## config.mk

```make
export PLATFORM = sky130hd
export DESIGN_NAME = wfs_div_cell
export DESIGN_NICKNAME = d
export VERILOG_FILES = /design/src/rtl/wfs_pkg.sv /design/src/rtl/wfs_div_cell.sv
export SDC_FILE = /design/constraint.sdc
export NUM_CORES = 1
export LEC_CHECK = 0
export ABC_CLOCK_PERIOD_IN_PS = 2670
export BUFFER_PORTS_ARGS = -buffer_cell sky130_fd_sc_hd__buf_2
export CORE_ASPECT_RATIO = 0.9
export CORE_UTILIZATION = 40
export DETAILED_ROUTE_END_ITERATION = 12
export GPL_TIMING_DRIVEN = 1
export PLACE_DENSITY = 0.76
export RECOVER_POWER = 50
export SETUP_SLACK_MARGIN = 0.5
export SLEW_MARGIN = 20
export SYNTH_ARGS = -nofsm -noshare
export SYNTH_HDL_FRONTEND = slang
export SYNTH_SLANG_ARGS = --single-unit
```

## constraint.sdc

```tcl
create_clock -name clk -period 2.67 [get_ports clk]
set_input_delay 0.4005 -clock clk [delete_from_list [all_inputs] [get_ports clk]]
set_output_delay 0.4005 -clock clk [all_outputs]
set_load 0.05 [all_outputs]
```

## src/rtl/wfs_pkg.sv

```systemverilog
`default_nettype none
package wfs_pkg;

	// CORDIC datapath
	localparam int CORDIC_STEPS = 20;
	localparam int STAGE_W = 5;
	localparam int XY_W = 40;
	localparam int Z_W = 25;
	localparam int ATAN_W = 22;
	localparam logic [ATAN_W-1:0] ATAN_TAB [CORDIC_STEPS] = '{
		22'd1474560, 22'd870484, 22'd459940, 22'd233473, 22'd117189,
		22'd58652, 22'd29333, 22'd14667, 22'd7334, 22'd3667,
		22'd1833, 22'd917, 22'd458, 22'd229, 22'd115,
		22'd57, 22'd29, 22'd14, 22'd7, 22'd4
	};
	localparam logic signed [Z_W-1:0] QUARTER_TURN = 25'sd2949120;

	// squared distance and the restoring divider for 2^64 / r2
	localparam int R2_W = 33;
	localparam int DIV_STEPS = 64;
	localparam int DREM_W = 34;
	localparam int DIVQ_W = 64;

	// digit-by-digit square root, operand left aligned
	localparam int SQV_W = 64;
	localparam int SQR_W = 32;
	localparam int SQREM_W = 36;
	localparam int SQ1_STEPS = 32;
	localparam int SQ2_STEPS = 16;
	localparam int DSQ_STEPS = 19;

	// stages from accept to the last stage before the output registers
	localparam int PIPE_DEPTH = 3 + DIV_STEPS + SQ1_STEPS + SQ2_STEPS;

	localparam logic [15:0] GAIN_MAX = 16'hFFFF;
	localparam logic [18:0] DELAY_MAX = 19'h7FFFF;
	localparam logic [15:0] SPM_RESET = 16'd32914;
	localparam logic signed [19:0] HALF_SPAN = 20'sd11520;

	typedef enum logic [1:0] {
		CFG_SOURCE_X = 2'd0,
		CFG_SOURCE_Y = 2'd1,
		CFG_SPM      = 2'd2
	} cfg_idx_t;

	typedef struct packed {
		logic signed [XY_W-1:0] x;
		logic signed [XY_W-1:0] y;
		logic signed [Z_W-1:0]  z;
	} cordic_t;

	typedef struct packed {
		logic [DREM_W-1:0] rem;
		logic [R2_W-1:0]   den;
		logic [DIVQ_W-1:0] quo;
	} div_t;

	typedef struct packed {
		logic [SQV_W-1:0]   val;
		logic [SQREM_W-1:0] rem;
		logic [SQR_W-1:0]   root;
	} sqrt_t;

endpackage
`default_nettype wire

```

## src/rtl/wfs_div_cell.sv

```systemverilog
`default_nettype none
module wfs_div_cell (
	input  logic          clk,
	input  wfs_pkg::div_t div_i,
	output wfs_pkg::div_t div_o
);
	import wfs_pkg::*;

	logic [DREM_W-1:0] sh;
	logic [DREM_W-1:0] den;
	logic              ge;

	always_comb begin
		sh  = {div_i.rem[DREM_W-2:0], 1'b0};
		den = DREM_W'(div_i.den);
		ge  = sh >= den;
	end

	// one quotient bit: subtract when the divisor fits
	always_ff @(posedge clk) begin
		div_o.rem <= ge ? sh - den : sh;
		div_o.den <= div_i.den;
		div_o.quo <= {div_i.quo[DIVQ_W-2:0], ge};
	end

endmodule
`default_nettype wire

```

After elaboration in Yosys (flattened, before gate mapping) --
Index checks and enable logic that the tools add are counted.
Word-level totals: word-level logic and storage cells 7, register bits 131, input port bits 132, output and inout bits 131
Cells by class: magnitude comparators 1, muxes and demuxes 1, $add $sub $neg 1
Operators by type and width (number):
- 34-bit by 33-bit greater-or-equal comparator with 1-bit output | 1
- 34-bit two-way mux | 1
- 34-bit by 33-bit subtractor with 34-bit output | 1

Longest topological paths before layout --
depth after elaboration 2, gate-level depth with buffers 14

Worst setup path after synthesis --
Ideal clock, no wire load.
kind input -> register, from in div_i[64] (netlist bit), to reg div_o[110] (netlist bit), arrival 2.426 ns, path buffers 1, setup slack 0.128 ns, stages 11, library setup time 0.115 ns, required time 2.555 ns, cell sequence fa_1 and2b_1 o211ai_1 a21oi_1 o211ai_1 a21boi_2 nor3_1 o31a_1 buf_6 and2_1 a31o_1
On the way: longest elaborated chain between the ends 2, elaborated cells between the ends (all ways) 3, classes of those cells add/sub (1); order compare (1); mux (1)
Ends and longest elaborated chain:
- start, declared | RTL line wfs_div_cell.sv:4 | input wfs_pkg::div_t div_i,
- 34-bit by 33-bit subtractor with 34-bit output / 34-bit by 33-bit greater-or-equal comparator with 1-bit output (equally long branches) | RTL line wfs_div_cell.sv:21, wfs_div_cell.sv:16
- 34-bit two-way mux * | RTL line wfs_div_cell.sv:21 | div_o.rem <= ge ? sh - den : sh;
- end, declared | RTL line wfs_div_cell.sv:5 | output wfs_pkg::div_t div_o
Mark *: on every way between the ends. The rest lies on a longest branch, timed or not. A chain may end at the register's enable or synchronous reset.

Final worst setup path --
from in div_i[65] (netlist bit), to reg div_o[110] (netlist bit)
The elaborated chain is that of the path after synthesis.

==> run summary <==
Vias in the first global route: 4802
# hold bufs at CTS: 0
Top-area cell type share of the netlist area: 0.543
Max IR drop VDD: 409 uV
Synth area leader: dfxtp_1
Cell count after synthesis: 481
Share of post-route cells with drive strength above 1: 0.470
Final setup vio count: 0
Largest Register: div_o
Drc violations: 0
Number of flops mapped to enable cells by yosys: 0
Power per Cell Area: 790 mW/mm^2
Number of core rows: 37
Vias per cell: 4.81
Clock sinks: 131
Largest registers: div_o: 131 flops
Clock buffer depth: 2
Layout area overhead: 65.0%
Crit-path max cell delay: 0.38 ns
Die X: 118 um
Most frequent CP cell: o211ai_1
Yosys warning count: 0
CP required: 2.98 ns
Slew @ Worst Pin: 0.651 ns
Layout Nets: 980
Register area share after synthesis: 0.543
CP top delay family: compound AO/OA/AOI/OAI gates
Max cap viols: 0
Post-route ant nets: 0
Tcrit/Tclk final: 0.861
Port Buffers: 260
Crit path buf inv count: 2
Commonest non-fill, non-tap cell in the layout: buf_2
Static leakage: 3.80 nW
CTS tree: yes
Slew headroom: 0.568
Num CTS Buffers: 17
Synth area leaders: dfxtp_1, ha_1, a21oi_1, nand2_1, o21ai_0
Total number of vias: 4730
Grt total ovfl: 0
Nature of the critical path endpoint: register
Root Buffer Master: clkbuf_16
Avg WL per Cell: 16.3 um
Die ar.: 0.0125 mm^2
1st-iter DRT viols: 210
Fillers: 879
First-pass GRT wire length: 23.5 mm
Most frequent cells in the layout: buf_2, dfxtp_1, clkbuf_1
Setup TNS: 0 ns
Clock-pin slew on the worst setup and hold paths: 0.06 ns
Die Y: 106 um
Max-slew violations: 0
Ys async rst share: 0
H-tree depth: 4
Netlist Area Pre-Place: 0.00483 mm^2
Top_reg_cell synth: dfxtp_1
Crit path cell chain: buf_8 > fa_2 > and2b_1 > o211ai_1 > a21oi_2 > o211ai_1 > a21boi_2 > nor3_2 > o31a_4 > buf_12 > and2_4 > a31o_1
Register bit total from synthesis: 131
Total Power: 0.00630 W
Largest register FFs: 131
Hold/Removal Path Class: primary input to register
RSZ-0062 raised after global routing: yes
Largest net degree at the start of global routing: 17
Slowest CP cell: fa_2
Status: finished clean
Ports: 263
Total track usage: 0.242
Initial antenna violation count: 1
Starting density of the core: 0.416
Syn_area_per_cell: 10.0 um^2
Crit path arrival time: 2.60 ns
Drt pass-1 iters: 4
Critical Path Start Type: primary input
Core Box Area: 0.0116 mm^2
Syn nets: 647
Final hold vios: 0
DRT Wirelength: 16.0 mm
Distinct cells, synth: 49
Tmin final: 2.30 ns
Max Clock Freq: 0.435 GHz
Top fanout value on the critical path: 11
Routability Congestion: 0.875
Critical path class: primary input to register
Hpwl dp: 11.4 mm
[cells by family (layout without fill, tap and decap cells)]
logic type,count (synthesis),count (layout),synth area share
AOI/OAI and AO/OA,135,135,0.172
DFF,131,131,0.543
and+or+nand+nor,100,100,0.0951
buffers and inverters,52,398,0.0477
adders and majority gates,34,34,0.0896
xor gates and xnor gates,29,29,0.0526
other,0,1,0
[layout make-up]
class,instances,area [um^2],area share
flip-flops and latches,131,2620,0.329
well taps,156,195,0.0245
clock inverters,10,101,0.0127
clock buffers,22,464,0.0582
inverters,41,154,0.0193
multi-input cells,298,2550,0.320
repair buffers,325,1880,0.236
diodes,1,2.50,0.000314
[where the power goes]
group	total [W]	leakage (nW)	switching, W	internal [W]
registers	0.00220	1.11	0.0000507	0.00214
clock network	0.00222	0.267	0.000883	0.00134
logic	0.00189	2.42	0.00125	0.000632
[cells in the mapped netlist (3+ instances only)]
library cell and n:
a21o_1 13, a21oi_1 42, and2_1 3, and3_1 4, buf_6 4, clkbuf_1 5
dfxtp_1 131, ha_1 33, inv_1 41, nand2_1 54, nand2b_1 3, nand3_1 7
nand4_1 5, nor2_1 11, nor3_1 3, o211ai_1 6, o21a_1 3, o21ai_0 31
o21ai_1 12, o21ai_2 3, o21bai_1 4, xnor2_1 15, xor2_1 14
[final timing paths]
path       from  slack (ns)         end  cells past startpoint
max   div_i[65]        0.37  div_o[110]                     12
min   div_i[22]        0.08   div_o[23]                      1
[timing repair]
item | in CTS | in global routing
setup buffers | 5 | 6
pin swaps | 11 | 30
gates cloned | 4 | 0
setup endpoints to repair | 35 | 35
gates resized for setup | 39 | 87
[metrics by stage]
step                utilization  hold slack, ns  setup slack, ns  cell area (um^2)  instances
finish                    0.686          0.0797            0.371              7970        984
global route              0.686          0.0625            0.260              7970        984
CTS                       0.647          0.0725            0.331              7520        977
detailed placement        0.576           0.504           -0.245              6700        936
global placement          0.576           0.503           -0.249              6700        936
floorplan                     -           0.428            0.217              4880        481
[metal layers]
metal / up-vias / part of all wire / GRT usage
met1: 2203 / 0.40 / 0.266
met5: - / 0 / 0
met2: 181 / 0.52 / 0.434
li1: 2320 / - / -
met4: 0 / 0.019 / 0.0815
met3: 26 / 0.060 / 0.0837
(Power assumes the default switching activity.)
