<file path="config.mk">
export PLATFORM = sky130hd
export DESIGN_NAME = wfs_sqrt_cell
export DESIGN_NICKNAME = d
export VERILOG_FILES = /design/src/rtl/wfs_pkg.sv /design/src/rtl/wfs_sqrt_cell.sv
export SDC_FILE = /design/constraint.sdc
export NUM_CORES = 1
export LEC_CHECK = 0
export BUFFER_PORTS_ARGS = -buffer_cell sky130_fd_sc_hd__buf_4
export CORE_AREA = 2 2 91 137
export DETAILED_ROUTE_END_ITERATION = 6
export DIE_AREA = 0 0 93 139
export PLACE_DENSITY = 0.91
export SLEW_MARGIN = 20
export SYNTH_ARGS = -nofsm -noshare
export SYNTH_HDL_FRONTEND = slang
export SYNTH_SLANG_ARGS = --single-unit
</file>
<file path="constraint.sdc">
create_clock -name clk -period 3 [get_ports clk]
set_input_delay 0.6 -clock clk [delete_from_list [all_inputs] [get_ports clk]]
set_output_delay 0.6 -clock clk [all_outputs]
set_load 0.05 [all_outputs]
</file>
<file path="src/rtl/wfs_pkg.sv">
`default_nettype none
package wfs_pkg;

	// CORDIC datapath
	localparam int CORDIC_STEPS = 20;
	localparam int STAGE_W = 5;
	localparam int XY_W = 40;
	localparam int Z_W = 25;
	localparam int ATAN_W = 22;
	localparam logic [ATAN_W-1:0] ATAN_TAB [CORDIC_STEPS] = '{
		22'd1474560, 22'd870484, 22'd459940, 22'd233473, 22'd117189,
		22'd58652, 22'd29333, 22'd14667, 22'd7334, 22'd3667,
		22'd1833, 22'd917, 22'd458, 22'd229, 22'd115,
		22'd57, 22'd29, 22'd14, 22'd7, 22'd4
	};
	localparam logic signed [Z_W-1:0] QUARTER_TURN = 25'sd2949120;

	// squared distance and the restoring divider for 2^64 / r2
	localparam int R2_W = 33;
	localparam int DIV_STEPS = 64;
	localparam int DREM_W = 34;
	localparam int DIVQ_W = 64;

	// digit-by-digit square root, operand left aligned
	localparam int SQV_W = 64;
	localparam int SQR_W = 32;
	localparam int SQREM_W = 36;
	localparam int SQ1_STEPS = 32;
	localparam int SQ2_STEPS = 16;
	localparam int DSQ_STEPS = 19;

	// stages from accept to the last stage before the output registers
	localparam int PIPE_DEPTH = 3 + DIV_STEPS + SQ1_STEPS + SQ2_STEPS;

	localparam logic [15:0] GAIN_MAX = 16'hFFFF;
	localparam logic [18:0] DELAY_MAX = 19'h7FFFF;
	localparam logic [15:0] SPM_RESET = 16'd32914;
	localparam logic signed [19:0] HALF_SPAN = 20'sd11520;

	typedef enum logic [1:0] {
		CFG_SOURCE_X = 2'd0,
		CFG_SOURCE_Y = 2'd1,
		CFG_SPM      = 2'd2
	} cfg_idx_t;

	typedef struct packed {
		logic signed [XY_W-1:0] x;
		logic signed [XY_W-1:0] y;
		logic signed [Z_W-1:0]  z;
	} cordic_t;

	typedef struct packed {
		logic [DREM_W-1:0] rem;
		logic [R2_W-1:0]   den;
		logic [DIVQ_W-1:0] quo;
	} div_t;

	typedef struct packed {
		logic [SQV_W-1:0]   val;
		logic [SQREM_W-1:0] rem;
		logic [SQR_W-1:0]   root;
	} sqrt_t;

endpackage
`default_nettype wire

</file>
<file path="src/rtl/wfs_sqrt_cell.sv">
`default_nettype none
module wfs_sqrt_cell (
	input  logic           clk,
	input  wfs_pkg::sqrt_t sq_i,
	output wfs_pkg::sqrt_t sq_o
);
	import wfs_pkg::*;

	logic [SQREM_W-1:0] r4;
	logic [SQREM_W-1:0] trial;
	logic               ge;

	always_comb begin
		r4    = {sq_i.rem[SQREM_W-3:0], sq_i.val[SQV_W-1 -: 2]};
		trial = SQREM_W'({sq_i.root, 2'b01});
		ge    = r4 >= trial;
	end

	// one root bit per cell, consume the top two operand bits
	always_ff @(posedge clk) begin
		sq_o.val  <= {sq_i.val[SQV_W-3:0], 2'b00};
		sq_o.rem  <= ge ? r4 - trial : r4;
		sq_o.root <= {sq_i.root[SQR_W-2:0], ge};
	end

endmodule
`default_nettype wire

</file>
Word-level counts from Yosys, hierarchy flattened
Cells that the tools add are included.
- add/sub/neg operators: 1
- magnitude comparators: 1
- multiplexer cells: 1
- operator list (operator ; count):
    $ge A36 B34 Y1 ; 1
    $mux W36 ; 1
    $sub A36 B34 Y36 ; 1
- register bits after elaboration: 130
- bits of input ports: 133
- output and inout port bits: 132
- word-level logic and storage cells: 6

Depth between registers and ports, before layout
- depth in word-level cells: 2
- gate-level depth with buffers: 12
- mapped depth without buffers: 10

Worst setup path after synthesis
Ideal clock, no wire load.
- path kind: input to register
- start point: in sq_i[18] in the netlist's numbering
- end point: reg sq_o[40] in the netlist's numbering
- library setup time: 121 ps
- data arrival time: 2521 ps
- data required time: 2879 ps
- slack: 358 ps
- stages: 11
- buffers on the path: 2
- cell sequence: inv_1 -> ha_1 -> buf_2 -> nand4_1 -> nor4_4 -> nand2_1 -> nor3_2 -> nor3b_2 -> a21oi_4 -> buf_6 -> mux2_4
- cells in the longest elaborated chain, start to end: 2
- RTL lines (element ; line ; source):
    from (decl) ; wfs_sqrt_cell.sv:4 ; input wfs_pkg::sqrt_t sq_i,
    $ge A36 B34 Y1 ; wfs_sqrt_cell.sv:16 ; ge = r4 >= trial;
    $mux W36 ; wfs_sqrt_cell.sv:22 ; sq_o.rem <= ge ? r4 - trial : r4;
    to (decl) ; wfs_sqrt_cell.sv:5 ; output wfs_pkg::sqrt_t sq_o
Every way passes these cells.

Worst setup path in the final report
- start point: in sq_i[14] in the netlist's numbering
- end point: reg sq_o[66] in the netlist's numbering
- cells in the longest elaborated chain, start to end: 2
- elaborated cells on any way between the ends: 3
- those cells by class: add/sub: 1; order compare: 1; mux: 1
- RTL lines (element ; line):
    $sub A36 B34 Y36 / $ge A36 B34 Y1 (equally long branches) ; wfs_sqrt_cell.sv:22, wfs_sqrt_cell.sv:16
    $mux W36 * ; wfs_sqrt_cell.sv:22
Mark *: on every way between the ends. The rest lies on a longest branch, timed or not.

==> metrics.txt <==
run status=completed; Period minus WS final=2649 ps; DIE WIDTH=93 um; pre-CTS setup slack=-9.369 ps; 1st-pass router iterations=5; FFs w/ async S/R, synth=0%; critical path peak fanout=6; antenna viol nets, final=0; Mapped Area=about 5300 um^2; Post-CTS Setup Inserts=0; initial core utilization=around 45%; Max-Cap Viols=0; total CTS buffers=17; leading post-synthesis cells by cell area=dfxtp_1 49%, ha_1 8.0%, a21oi_1 4.7%; Synth Area per Inst=approximately 10 um^2; Site Rows=49; Synth Register Bits=130; Routed WL=about 16000 um; Setup crit start kind=primary input; Final WS setup=roughly 350 ps; hold_buf cts=0; DR vias/cell=a little under 5; post-placement cell count=961; Fin. Hold Viols=0; largest net degree at the start of global routing=18; worst hold path class=in -> reg; routed len/inst=16.05 um; # port buffers=between 200 and 300; Largest register FFs=130; Most flops, register=sq_o; grt ovf=0; Ant. Diodes=0; layout cells sized above 1=between 40% and 50%; vias in the first global route=between 4000 and 5000; first-pass GRT wire length=between 20000 and 25000 um; initial antenna violation count=0; total core area=between 10000 and 15000 um^2; HPWL after DPL=~13000 um; drt first-iter violations=between 200 and 250; Root Driver=clkbuf_16; synth unique cells=between 60 and 70; # setup viols final=0; Synth Instances=roughly 530; largest area contributor in the netlist=dfxtp_1; Post-synth EDFFs=0; kind of critical path=in -> reg; main flop type after synthesis=dfxtp_1; Reg clk slew, reported paths=approximately 60 ps; H-Tree Depth=4; GRT Total Usage=between 20% and 30%; Lkg Pwr=approximately 4.0 nW; Data required, critical path=between 3000 and 4000 ps; critical path endpoint category=register; Worst EP arrival=2940 ps; fmax=between 300 and 400 MHz; Synth top cells by count=130 x dfxtp_1, 50 x a21oi_1, 40 x nor2_1; die area=between 10000 and 15000 um^2; via count=slightly below 5000; drt drc=0; largest registers=sq_o x130; final std cells w/o fill=about 990; CP Launch Point=sq_i[14]; CTS tree=done; Chip Height=~140 um; Nets=994; post-synthesis sequential area ratio=roughly half; period utilisation layout=88.31%; Slew Viols, Final=0; CTS Buffer Depth=2; CTS sink count=between 100 and 150; start point of the worst hold path=sq_i[78]; I/O pin total=~270; Pwr per Cell Area=around 720 nW/um^2; RSZ-0062 raised after global routing=false; Synth top area share=49.17%; GP Congestion=a little over 0.9; worst vdd ir=about 0.41 mV; post_cts resized=0; YS warnings=0; most frequent cell after synthesis=dfxtp_1; Syn-to-layout area delta=55.89%
-- critical path: stages --
cell and delay (ps):
buf_4 80, inv_1 30, ha_1 360, buf_4 190
a21oi_1 200, nand2_1 80, a221oi_1 330, nand3_1 250
a31oi_1 280, buf_4 170, o22ai_1 80, nand3b_4 160
xnor2_2 130
-- routing by layer --
layer	share of wire [%]	track usage, %
met5	0	0
met4	1.7	7.198
met3	9.2	8.967
met2	56	47.06
met1	34	23.16
-- through the flow --
step	hold WS [ps]	total power, W	setup TNS [ps]	utilization (%)	cell area [um^2]
2_1_floorplan	627.7	0.003173	0	-	5296
3_3_place_gp	704.3	0.003773	0	64.75	7622
3_5_place_dp	705.6	0.003798	-9.369	64.75	7622
4_1_cts	273.0	0.005992	0	70.09	8250
5_1_grt	275.4	0.006162	0	70.09	8250
6_report	288.8	0.005953	0	70.09	8250
-- path summary, 6_finish.rpt --
kind       end  depth (start not counted)  slack, ps
max   sq_o[66]                         13        350
min   sq_o[80]                          1        290
-- where the power goes --
| part | switching, W | total [W] | internal, W |
|---|---|---|---|
| clock network | 0.000785 | 0.00218 | 0.00140 |
| registers | 0.0000506 | 0.00196 | 0.00191 |
| logic | 0.00114 | 0.00181 | 0.000664 |
-- cells by family (layout without fill, tap and decap cells) --
| group | count (synthesis) | after routing | synth area share, % |
|---|---|---|---|
| other | 1 | 2 | 0.07085 |
| DFF | 130 | 130 | 49.17 |
| and+or+nand+nor | 126 | 126 | 12.46 |
| adders and majority gates | 34 | 34 | 8.038 |
| AOI/OAI and AO/OA | 133 | 133 | 16.67 |
| xor gates and xnor gates | 33 | 33 | 5.603 |
| muxes | 10 | 10 | 2.624 |
| buffers and inverters | 62 | 371 | 5.366 |
-- cell type report --
cell class	instances	area [um^2]
Multi-Input combinational cell	338	2410
Clock buffer	17	425.4
Inverter	39	146.4
Timing Repair Buffer	301	2272
Clock inverter	14	202.7
Fill cell	898	3521
Sequential cell	130	2603
Tap cell	153	191.4
-- layout by cell type, fill, tap and decap left out, drive strengths merged, types with 3 or more instances in the layout --
cell,netlist,routed
bufinv,0,4
mux2,10,10
o21bai,6,6
inv,39,43
nand2b,5,5
nor3,10,10
and3,4,4
clkbuf,4,17
a31oi,3,3
o2111ai,3,3
ha,34,34
a21oi,60,60
clkinv,0,5
nand4,11,11
nand2,32,32
dfxtp,130,130
o21ai,26,26
nand3,9,9
o21a,6,6
nor2b,4,4
and2,3,3
nor2,40,40
a21o,7,7
xor2,14,14
xnor2,19,19
buf,19,301
o211ai,5,5
(Power assumes the default switching activity.)
