<file path="src/rtl/wfs_pkg.sv">
`default_nettype none
package wfs_pkg;

	// CORDIC datapath
	localparam int CORDIC_STEPS = 20;
	localparam int STAGE_W = 5;
	localparam int XY_W = 40;
	localparam int Z_W = 25;
	localparam int ATAN_W = 22;
	localparam logic [ATAN_W-1:0] ATAN_TAB [CORDIC_STEPS] = '{
		22'd1474560, 22'd870484, 22'd459940, 22'd233473, 22'd117189,
		22'd58652, 22'd29333, 22'd14667, 22'd7334, 22'd3667,
		22'd1833, 22'd917, 22'd458, 22'd229, 22'd115,
		22'd57, 22'd29, 22'd14, 22'd7, 22'd4
	};
	localparam logic signed [Z_W-1:0] QUARTER_TURN = 25'sd2949120;

	// squared distance and the restoring divider for 2^64 / r2
	localparam int R2_W = 33;
	localparam int DIV_STEPS = 64;
	localparam int DREM_W = 34;
	localparam int DIVQ_W = 64;

	// digit-by-digit square root, operand left aligned
	localparam int SQV_W = 64;
	localparam int SQR_W = 32;
	localparam int SQREM_W = 36;
	localparam int SQ1_STEPS = 32;
	localparam int SQ2_STEPS = 16;
	localparam int DSQ_STEPS = 19;

	// stages from accept to the last stage before the output registers
	localparam int PIPE_DEPTH = 3 + DIV_STEPS + SQ1_STEPS + SQ2_STEPS;

	localparam logic [15:0] GAIN_MAX = 16'hFFFF;
	localparam logic [18:0] DELAY_MAX = 19'h7FFFF;
	localparam logic [15:0] SPM_RESET = 16'd32914;
	localparam logic signed [19:0] HALF_SPAN = 20'sd11520;

	typedef enum logic [1:0] {
		CFG_SOURCE_X = 2'd0,
		CFG_SOURCE_Y = 2'd1,
		CFG_SPM      = 2'd2
	} cfg_idx_t;

	typedef struct packed {
		logic signed [XY_W-1:0] x;
		logic signed [XY_W-1:0] y;
		logic signed [Z_W-1:0]  z;
	} cordic_t;

	typedef struct packed {
		logic [DREM_W-1:0] rem;
		logic [R2_W-1:0]   den;
		logic [DIVQ_W-1:0] quo;
	} div_t;

	typedef struct packed {
		logic [SQV_W-1:0]   val;
		logic [SQREM_W-1:0] rem;
		logic [SQR_W-1:0]   root;
	} sqrt_t;

endpackage
`default_nettype wire

</file>
<file path="src/rtl/wfs_cordic_cell.sv">
`default_nettype none
module wfs_cordic_cell (
	input  logic                         clk,
	input  logic [wfs_pkg::STAGE_W-1:0]  stage,
	input  wfs_pkg::cordic_t             vec_i,
	output wfs_pkg::cordic_t             vec_o
);
	import wfs_pkg::*;

	logic signed [XY_W-1:0] xs;
	logic signed [XY_W-1:0] ys;
	logic signed [Z_W-1:0]  ang;
	logic                   y_pos;

	always_comb begin
		xs    = vec_i.x >>> stage;
		ys    = vec_i.y >>> stage;
		ang   = signed'(Z_W'(ATAN_TAB[stage]));
		y_pos = !vec_i.y[XY_W-1] && (vec_i.y != '0);
	end

	// rotate toward the x axis by one table angle
	always_ff @(posedge clk) begin
		if (y_pos) begin
			vec_o.x <= vec_i.x + ys;
			vec_o.y <= vec_i.y - xs;
			vec_o.z <= vec_i.z + ang;
		end else begin
			vec_o.x <= vec_i.x - ys;
			vec_o.y <= vec_i.y + xs;
			vec_o.z <= vec_i.z - ang;
		end
	end

endmodule
`default_nettype wire

</file>
<file path="config.mk">
export PLATFORM = sky130hd
export DESIGN_NAME = wfs_cordic_cell
export DESIGN_NICKNAME = d
export VERILOG_FILES = /design/src/rtl/wfs_pkg.sv /design/src/rtl/wfs_cordic_cell.sv
export SDC_FILE = /design/constraint.sdc
export NUM_CORES = 1
export LEC_CHECK = 0
export BUFFER_PORTS_ARGS = -buffer_cell sky130_fd_sc_hd__clkbuf_2
export CAP_MARGIN = 15
export CORE_MARGIN = 8
export CORE_UTILIZATION = 66
export CTS_BUF_LIST = sky130_fd_sc_hd__clkbuf_8
export DETAILED_ROUTE_END_ITERATION = 10
export MAX_ROUTING_LAYER = met4
export PLACE_DENSITY = 0.93
export SETUP_SLACK_MARGIN = 0.02
export SYNTH_ARGS = -nofsm -noshare
export SYNTH_HDL_FRONTEND = slang
export SYNTH_SLANG_ARGS = --single-unit
export TNS_END_PERCENT = 20
</file>
<file path="constraint.sdc">
create_clock -name clk -period 12.65 [get_ports clk]
set_clock_uncertainty 0.2 [all_clocks]
set_input_delay 2.53 -clock clk [delete_from_list [all_inputs] [get_ports clk]]
set_output_delay 2.53 -clock clk [all_outputs]
set_load 0.01 [all_outputs]
</file>
# [Word-level counts from Yosys, hierarchy flattened]
# Memory sizes are Yosys's and may differ from the RTL's.
# Cells that the tools add are included.
[totals] in_bits=111 word_cells=20 regBits=105 mem_count=1 romBits=704
[op_classes] mux=3 add_sub_neg=6 n_reduce_logical=3 n_lt_le_gt_ge=1 shifts=2 n_bitwise=1
[memory_table] name="(name not given)" depth=32 word_bits=22 rd=1 rd_clocked_by_memory_dff=0 wr=0 line="wfs_cordic_cell.sv:18" text="ang = signed'(Z_W'(ATAN_TAB[stage]));"
[ops] operator="2-to-1 mux 105 bit" n=1
[ops] operator="adder 40 bit" n=2
[ops] operator=">>> shifter 40 x 5 -> 40 bit" n=2
[ops] operator="subtractor 40 bit" n=2
[ops] operator="2-to-1 mux 22 bit" n=2
[ops] operator="nonzero test 40 bit" n=1
[ops] operator="adder 25 x 23 -> 25 bit" n=1
[ops] operator="subtractor 25 x 23 -> 25 bit" n=1
[ops] operator="greater-or-equal comparator 6 bit (second input constant)" n=1
[ops] operator="NOT 5 -> 6 bit" n=1
[ops] operator="logical AND 1 bit" n=1
[ops] operator="zero test 1 bit" n=1

# [Logic depth before layout (Yosys ltp)]
[depth] word_depth=6 ltp_mapped=27

# [Least setup slack after synthesis]
# Ideal clock, no wire load.
[synth_timing] kind="input to register" from="in stage[0] (netlist name)" to="reg vec_o[61] (netlist name)" setup_time_ns=0.072 cell_stages=22 setup_slack_ns=4.650 arrival_ns=7.728 cell_sequence="buf_6 > buf_2 > mux4_2 > mux2_2 > a221o_1 > a2111oi_2 > nand4b_1 > and4b_1 > buf_4 > a31oi_1 > xnor2_1 > ha_1 > a21o_1 > a21o_1 > a2111oi_0 > o41a_1 > o21ai_0 > a22o_1 > o41ai_1 > o2111ai_1 > a21oi_1 > xnor2_1"
[synth_between] elab_chain_cells=3
[synth_lines] element="start: declaration" line="wfs_cordic_cell.sv:4" text="input logic [wfs_pkg::STAGE_W-1:0] stage,"
[synth_lines] element=">>> shifter 40 x 5 -> 40 bit *" line="wfs_cordic_cell.sv:16" text="xs = vec_i.x >>> stage;"
[synth_lines] element="adder 40 bit or subtractor 40 bit (tied branches)" line="wfs_cordic_cell.sv:30, wfs_cordic_cell.sv:26"
[synth_lines] element="2-to-1 mux 105 bit *" line="wfs_cordic_cell.sv:24" text="if (y_pos) begin"
[synth_lines] element="end: declaration" line="wfs_cordic_cell.sv:6" text="output wfs_pkg::cordic_t vec_o"
# Mark *: on every way between the ends. The rest lies on a longest branch, timed or not.

# [Worst setup path after layout]
[layout_timing] from="in stage[2] (netlist name)" to="reg vec_o[103] (netlist name)"
[layout_between] elab_chain_cells=3
[layout_lines] element=">>> shifter 40 x 5 -> 40 bit *" line="wfs_cordic_cell.sv:17" text="ys = vec_i.y >>> stage;"
[layout_lines] element="subtractor 40 bit or adder 40 bit (tied branches)" line="wfs_cordic_cell.sv:29, wfs_cordic_cell.sv:25"
[layout_lines] element="2-to-1 mux 105 bit *" line="wfs_cordic_cell.sv:24"
# Marked as above.

==> impl_metrics.tcl <==
set metrics [dict create \
    worst_pin_slew_ns 1.20 \
    reg_top3 "vec_o (105)" \
    drt_iter0_drc 2037 \
    worstPathCellList "buf_4, buf_4, clkinv_1, a211oi_1, a22oi_1, o211ai_1, nand4bb_2, nor4b_4, a31oi_1, xor2_1, ha_1, a21o_1, a21oi_1, o21ai_0, a221oi_1, o31a_1, o211ai_1, o41a_1, a21oi_1, o21ai_0, xor2_1" \
    crit_buf_inv 3 \
    synth_area_sq_mm 0.0153 \
    timing.fmax_mhz 105 \
    synth_warnings 0 \
    cp-end-kind "flop" \
    p_leak_uw 0.00714 \
    timing.slew.headroom_pct 20.1 \
    coreArea_sq_mm 0.0227 \
    ys.flop_type "dfxtp_1" \
    tritoncts "built" \
    grtUsageTotal_pct 40.5 \
    grt_pass1_wl_um 89000 \
    die_w_um 168 \
    setup_viol 0 \
    path_class "input port to flop" \
    wire_per_inst_um 25.8 \
    fin_setup_tns_ns 0 \
    grt_pass1_vias 15896 \
    yosysTopAreaCell "dfxtp_1" \
    synth-seq-area-share_pct 13.7 \
    cts_buffer_depth 2 \
    yosysTopAreaCellShare_pct 13.7 \
    rsz0062_at_grt "false" \
    largest_reg_flops 105 \
    insertedDiodeCount 0 \
    clk_pin_slew_ns 0.12 \
    cts_sinks 105 \
    numCtsBuffers 9 \
    cpPeakStageDelay_ns 0.79 \
    status "completed" \
    syn2layout_area_growth_pct 8.03 \
    viasPerCell 7.27 \
    critPathMaxFanout 78 \
    grt_max_degree 79 \
    syn-num-nets 2034 \
    synthCells 1807 \
    dp.cells 2225 \
    antenna_found_initial 0 \
    arrival_ns 9.59 \
    fin_crit_ns 9.49 \
    hpwl_um 44700 \
    synth-seq-cells 105 \
    drcViolationCount 0 \
    regMostFlops "vec_o" \
    irDropWorstVdd_v 0.000103 \
    die_area_sq_mm 0.0284 \
    startpoint_type "input port" \
    crit_path_top_delay_cell "buf_4" \
    io_pins 216 \
    synthArstFlopShare_pct 0 \
    drtAntennaViolNets 0 \
    postCtsHoldBufs 0 \
    gp_congestion 1.06 \
    cp_data_required_time_ns 12.75 \
    instances_no_fill 2241 \
    drt-pass1-iter-count 6 \
    io_buffers 215 \
    cts_root_buffer "clkbuf_8" \
    num_rows 55 \
    nets 2178 \
    hp-class "input port to flop" \
    cts_max_level 3 \
    finalHoldViolCount 0 \
    period_share_pct 75.0 \
    cap_violations 0 \
    finalCoreUtilization_pct 73.0 \
    vias 16282 \
    post_cts_resized 0 \
    synthTopCellsByArea "dfxtp_1 (14%), mux4_2 (11%), ha_1 (9.2%), xnor2_1 (7.0%), a21oi_1 (4.4%)" \
    slew_violations 0 \
    yosysUniqueCellTypes 105 \
    grt.overflow.total 0 \
    syn_avg_cell_area_sq_um 8.49 \
    drive_gt1_share_pct 21.4 \
    die_h_um 168 \
    power.density_mw_per_mm2 121 \
    wirelength_um 57800 \
    synth_edf_count 0 \
    critical_path.top_delay_family "compound AO/OA/AOI/OAI gates" \
    postCtsSetupBuffers 0 \
    start_util_pct 67.5 \
]
==> layer usage <==
layer  wire, um  GRT usage [%]  share of wire [%]
met4       3120           20.7                5.4
met1      21200           46.9                 37
met5          0              -                  0
met3       6850           9.78                 12
met2      26500           64.9                 46
==> metrics by stage <==
step           total power [uW]  setup WS (ns)  cell area (sq um)  hold slack, ns
2_1_floorplan              1340           4.65              15300            2.46
4_1_cts                    1980           3.41              16600            2.15
3_5_place_dp               1750           2.98              16400            2.58
3_3_place_gp               1710           3.14              16400            2.56
5_1_grt                    2120           2.86              16600            2.16
6_report                   2000           3.16              16600            2.15
==> final cells by class <==
type / instances / area, sq um
Sequential cell: 105 / 2100
Tap cell: 285 / 357
Timing Repair Buffer: 231 / 1200
Fill cell: 1746 / 6140
Clock buffer: 9 / 124
Inverter: 47 / 176
Clock inverter: 7 / 76.3
Multi-Input combinational cell: 1557 / 12500
==> final timing paths <==
path     start    endpoint  slack, ns  cells after the start
max   stage[2]  vec_o[103]       3.16                     21
min   vec_i[0]    vec_o[0]       2.15                      2
==> layout by cell type (no fill, tap or decap), drive strengths merged, types with 15 or more instances in the layout <==
master	instances
clkbuf	221
nand2	155
a21oi	136
nor2	125
xnor2	123
ha	113
o21ai	107
dfxtp	105
mux4	82
mux2i	68
xor2	60
mux2	51
a21o	50
inv	49
nand3	48
nor3	35
o21a	29
a31oi	28
a211oi	25
o211ai	20
nor2b	19
buf	19
and3	18
nand2b	16
o21bai	16
nor4	15
o22ai	15
==> power by group <==
group	switching [uW]	internal, uW	total [uW]	leakage, uW
combinational	738	511	1250	0.00615
clock	141	93.7	235	0.000102
sequential	41.7	478	519	0.000886
==> cells by family after synthesis <==
group           Yosys count  synth area share, %
compound gates          554                 24.5
xor+xnor                183                 10.5
fa+ha+maj               116                 9.61
buf+inv                 145                 4.63
flops                   105                 13.7
mux                     201                 20.6
simple gates            503                 16.5
==> synth_stat cells, drive strengths merged, types with 5 or more instances <==
cell type	count
a211o	13
a211oi	25
a21boi	7
a21o	50
a21oi	136
a221o	6
a221oi	11
a22oi	14
a31oi	28
a32oi	5
and2	14
and3	18
buf	56
clkbuf	42
dfxtp	105
ha	113
inv	45
mux2	51
mux2i	68
mux4	82
nand2	155
nand2b	16
nand3	48
nand4	10
nor2	125
nor2b	19
nor3	35
nor3b	5
nor4	15
nor4b	5
o211a	6
o211ai	20
o21a	29
o21ai	107
o21bai	16
o221ai	7
o22a	5
o22ai	15
o31ai	7
or2	12
or3	8
xnor2	123
xor2	60
Note: power is estimated with default switching activity, not from simulation.
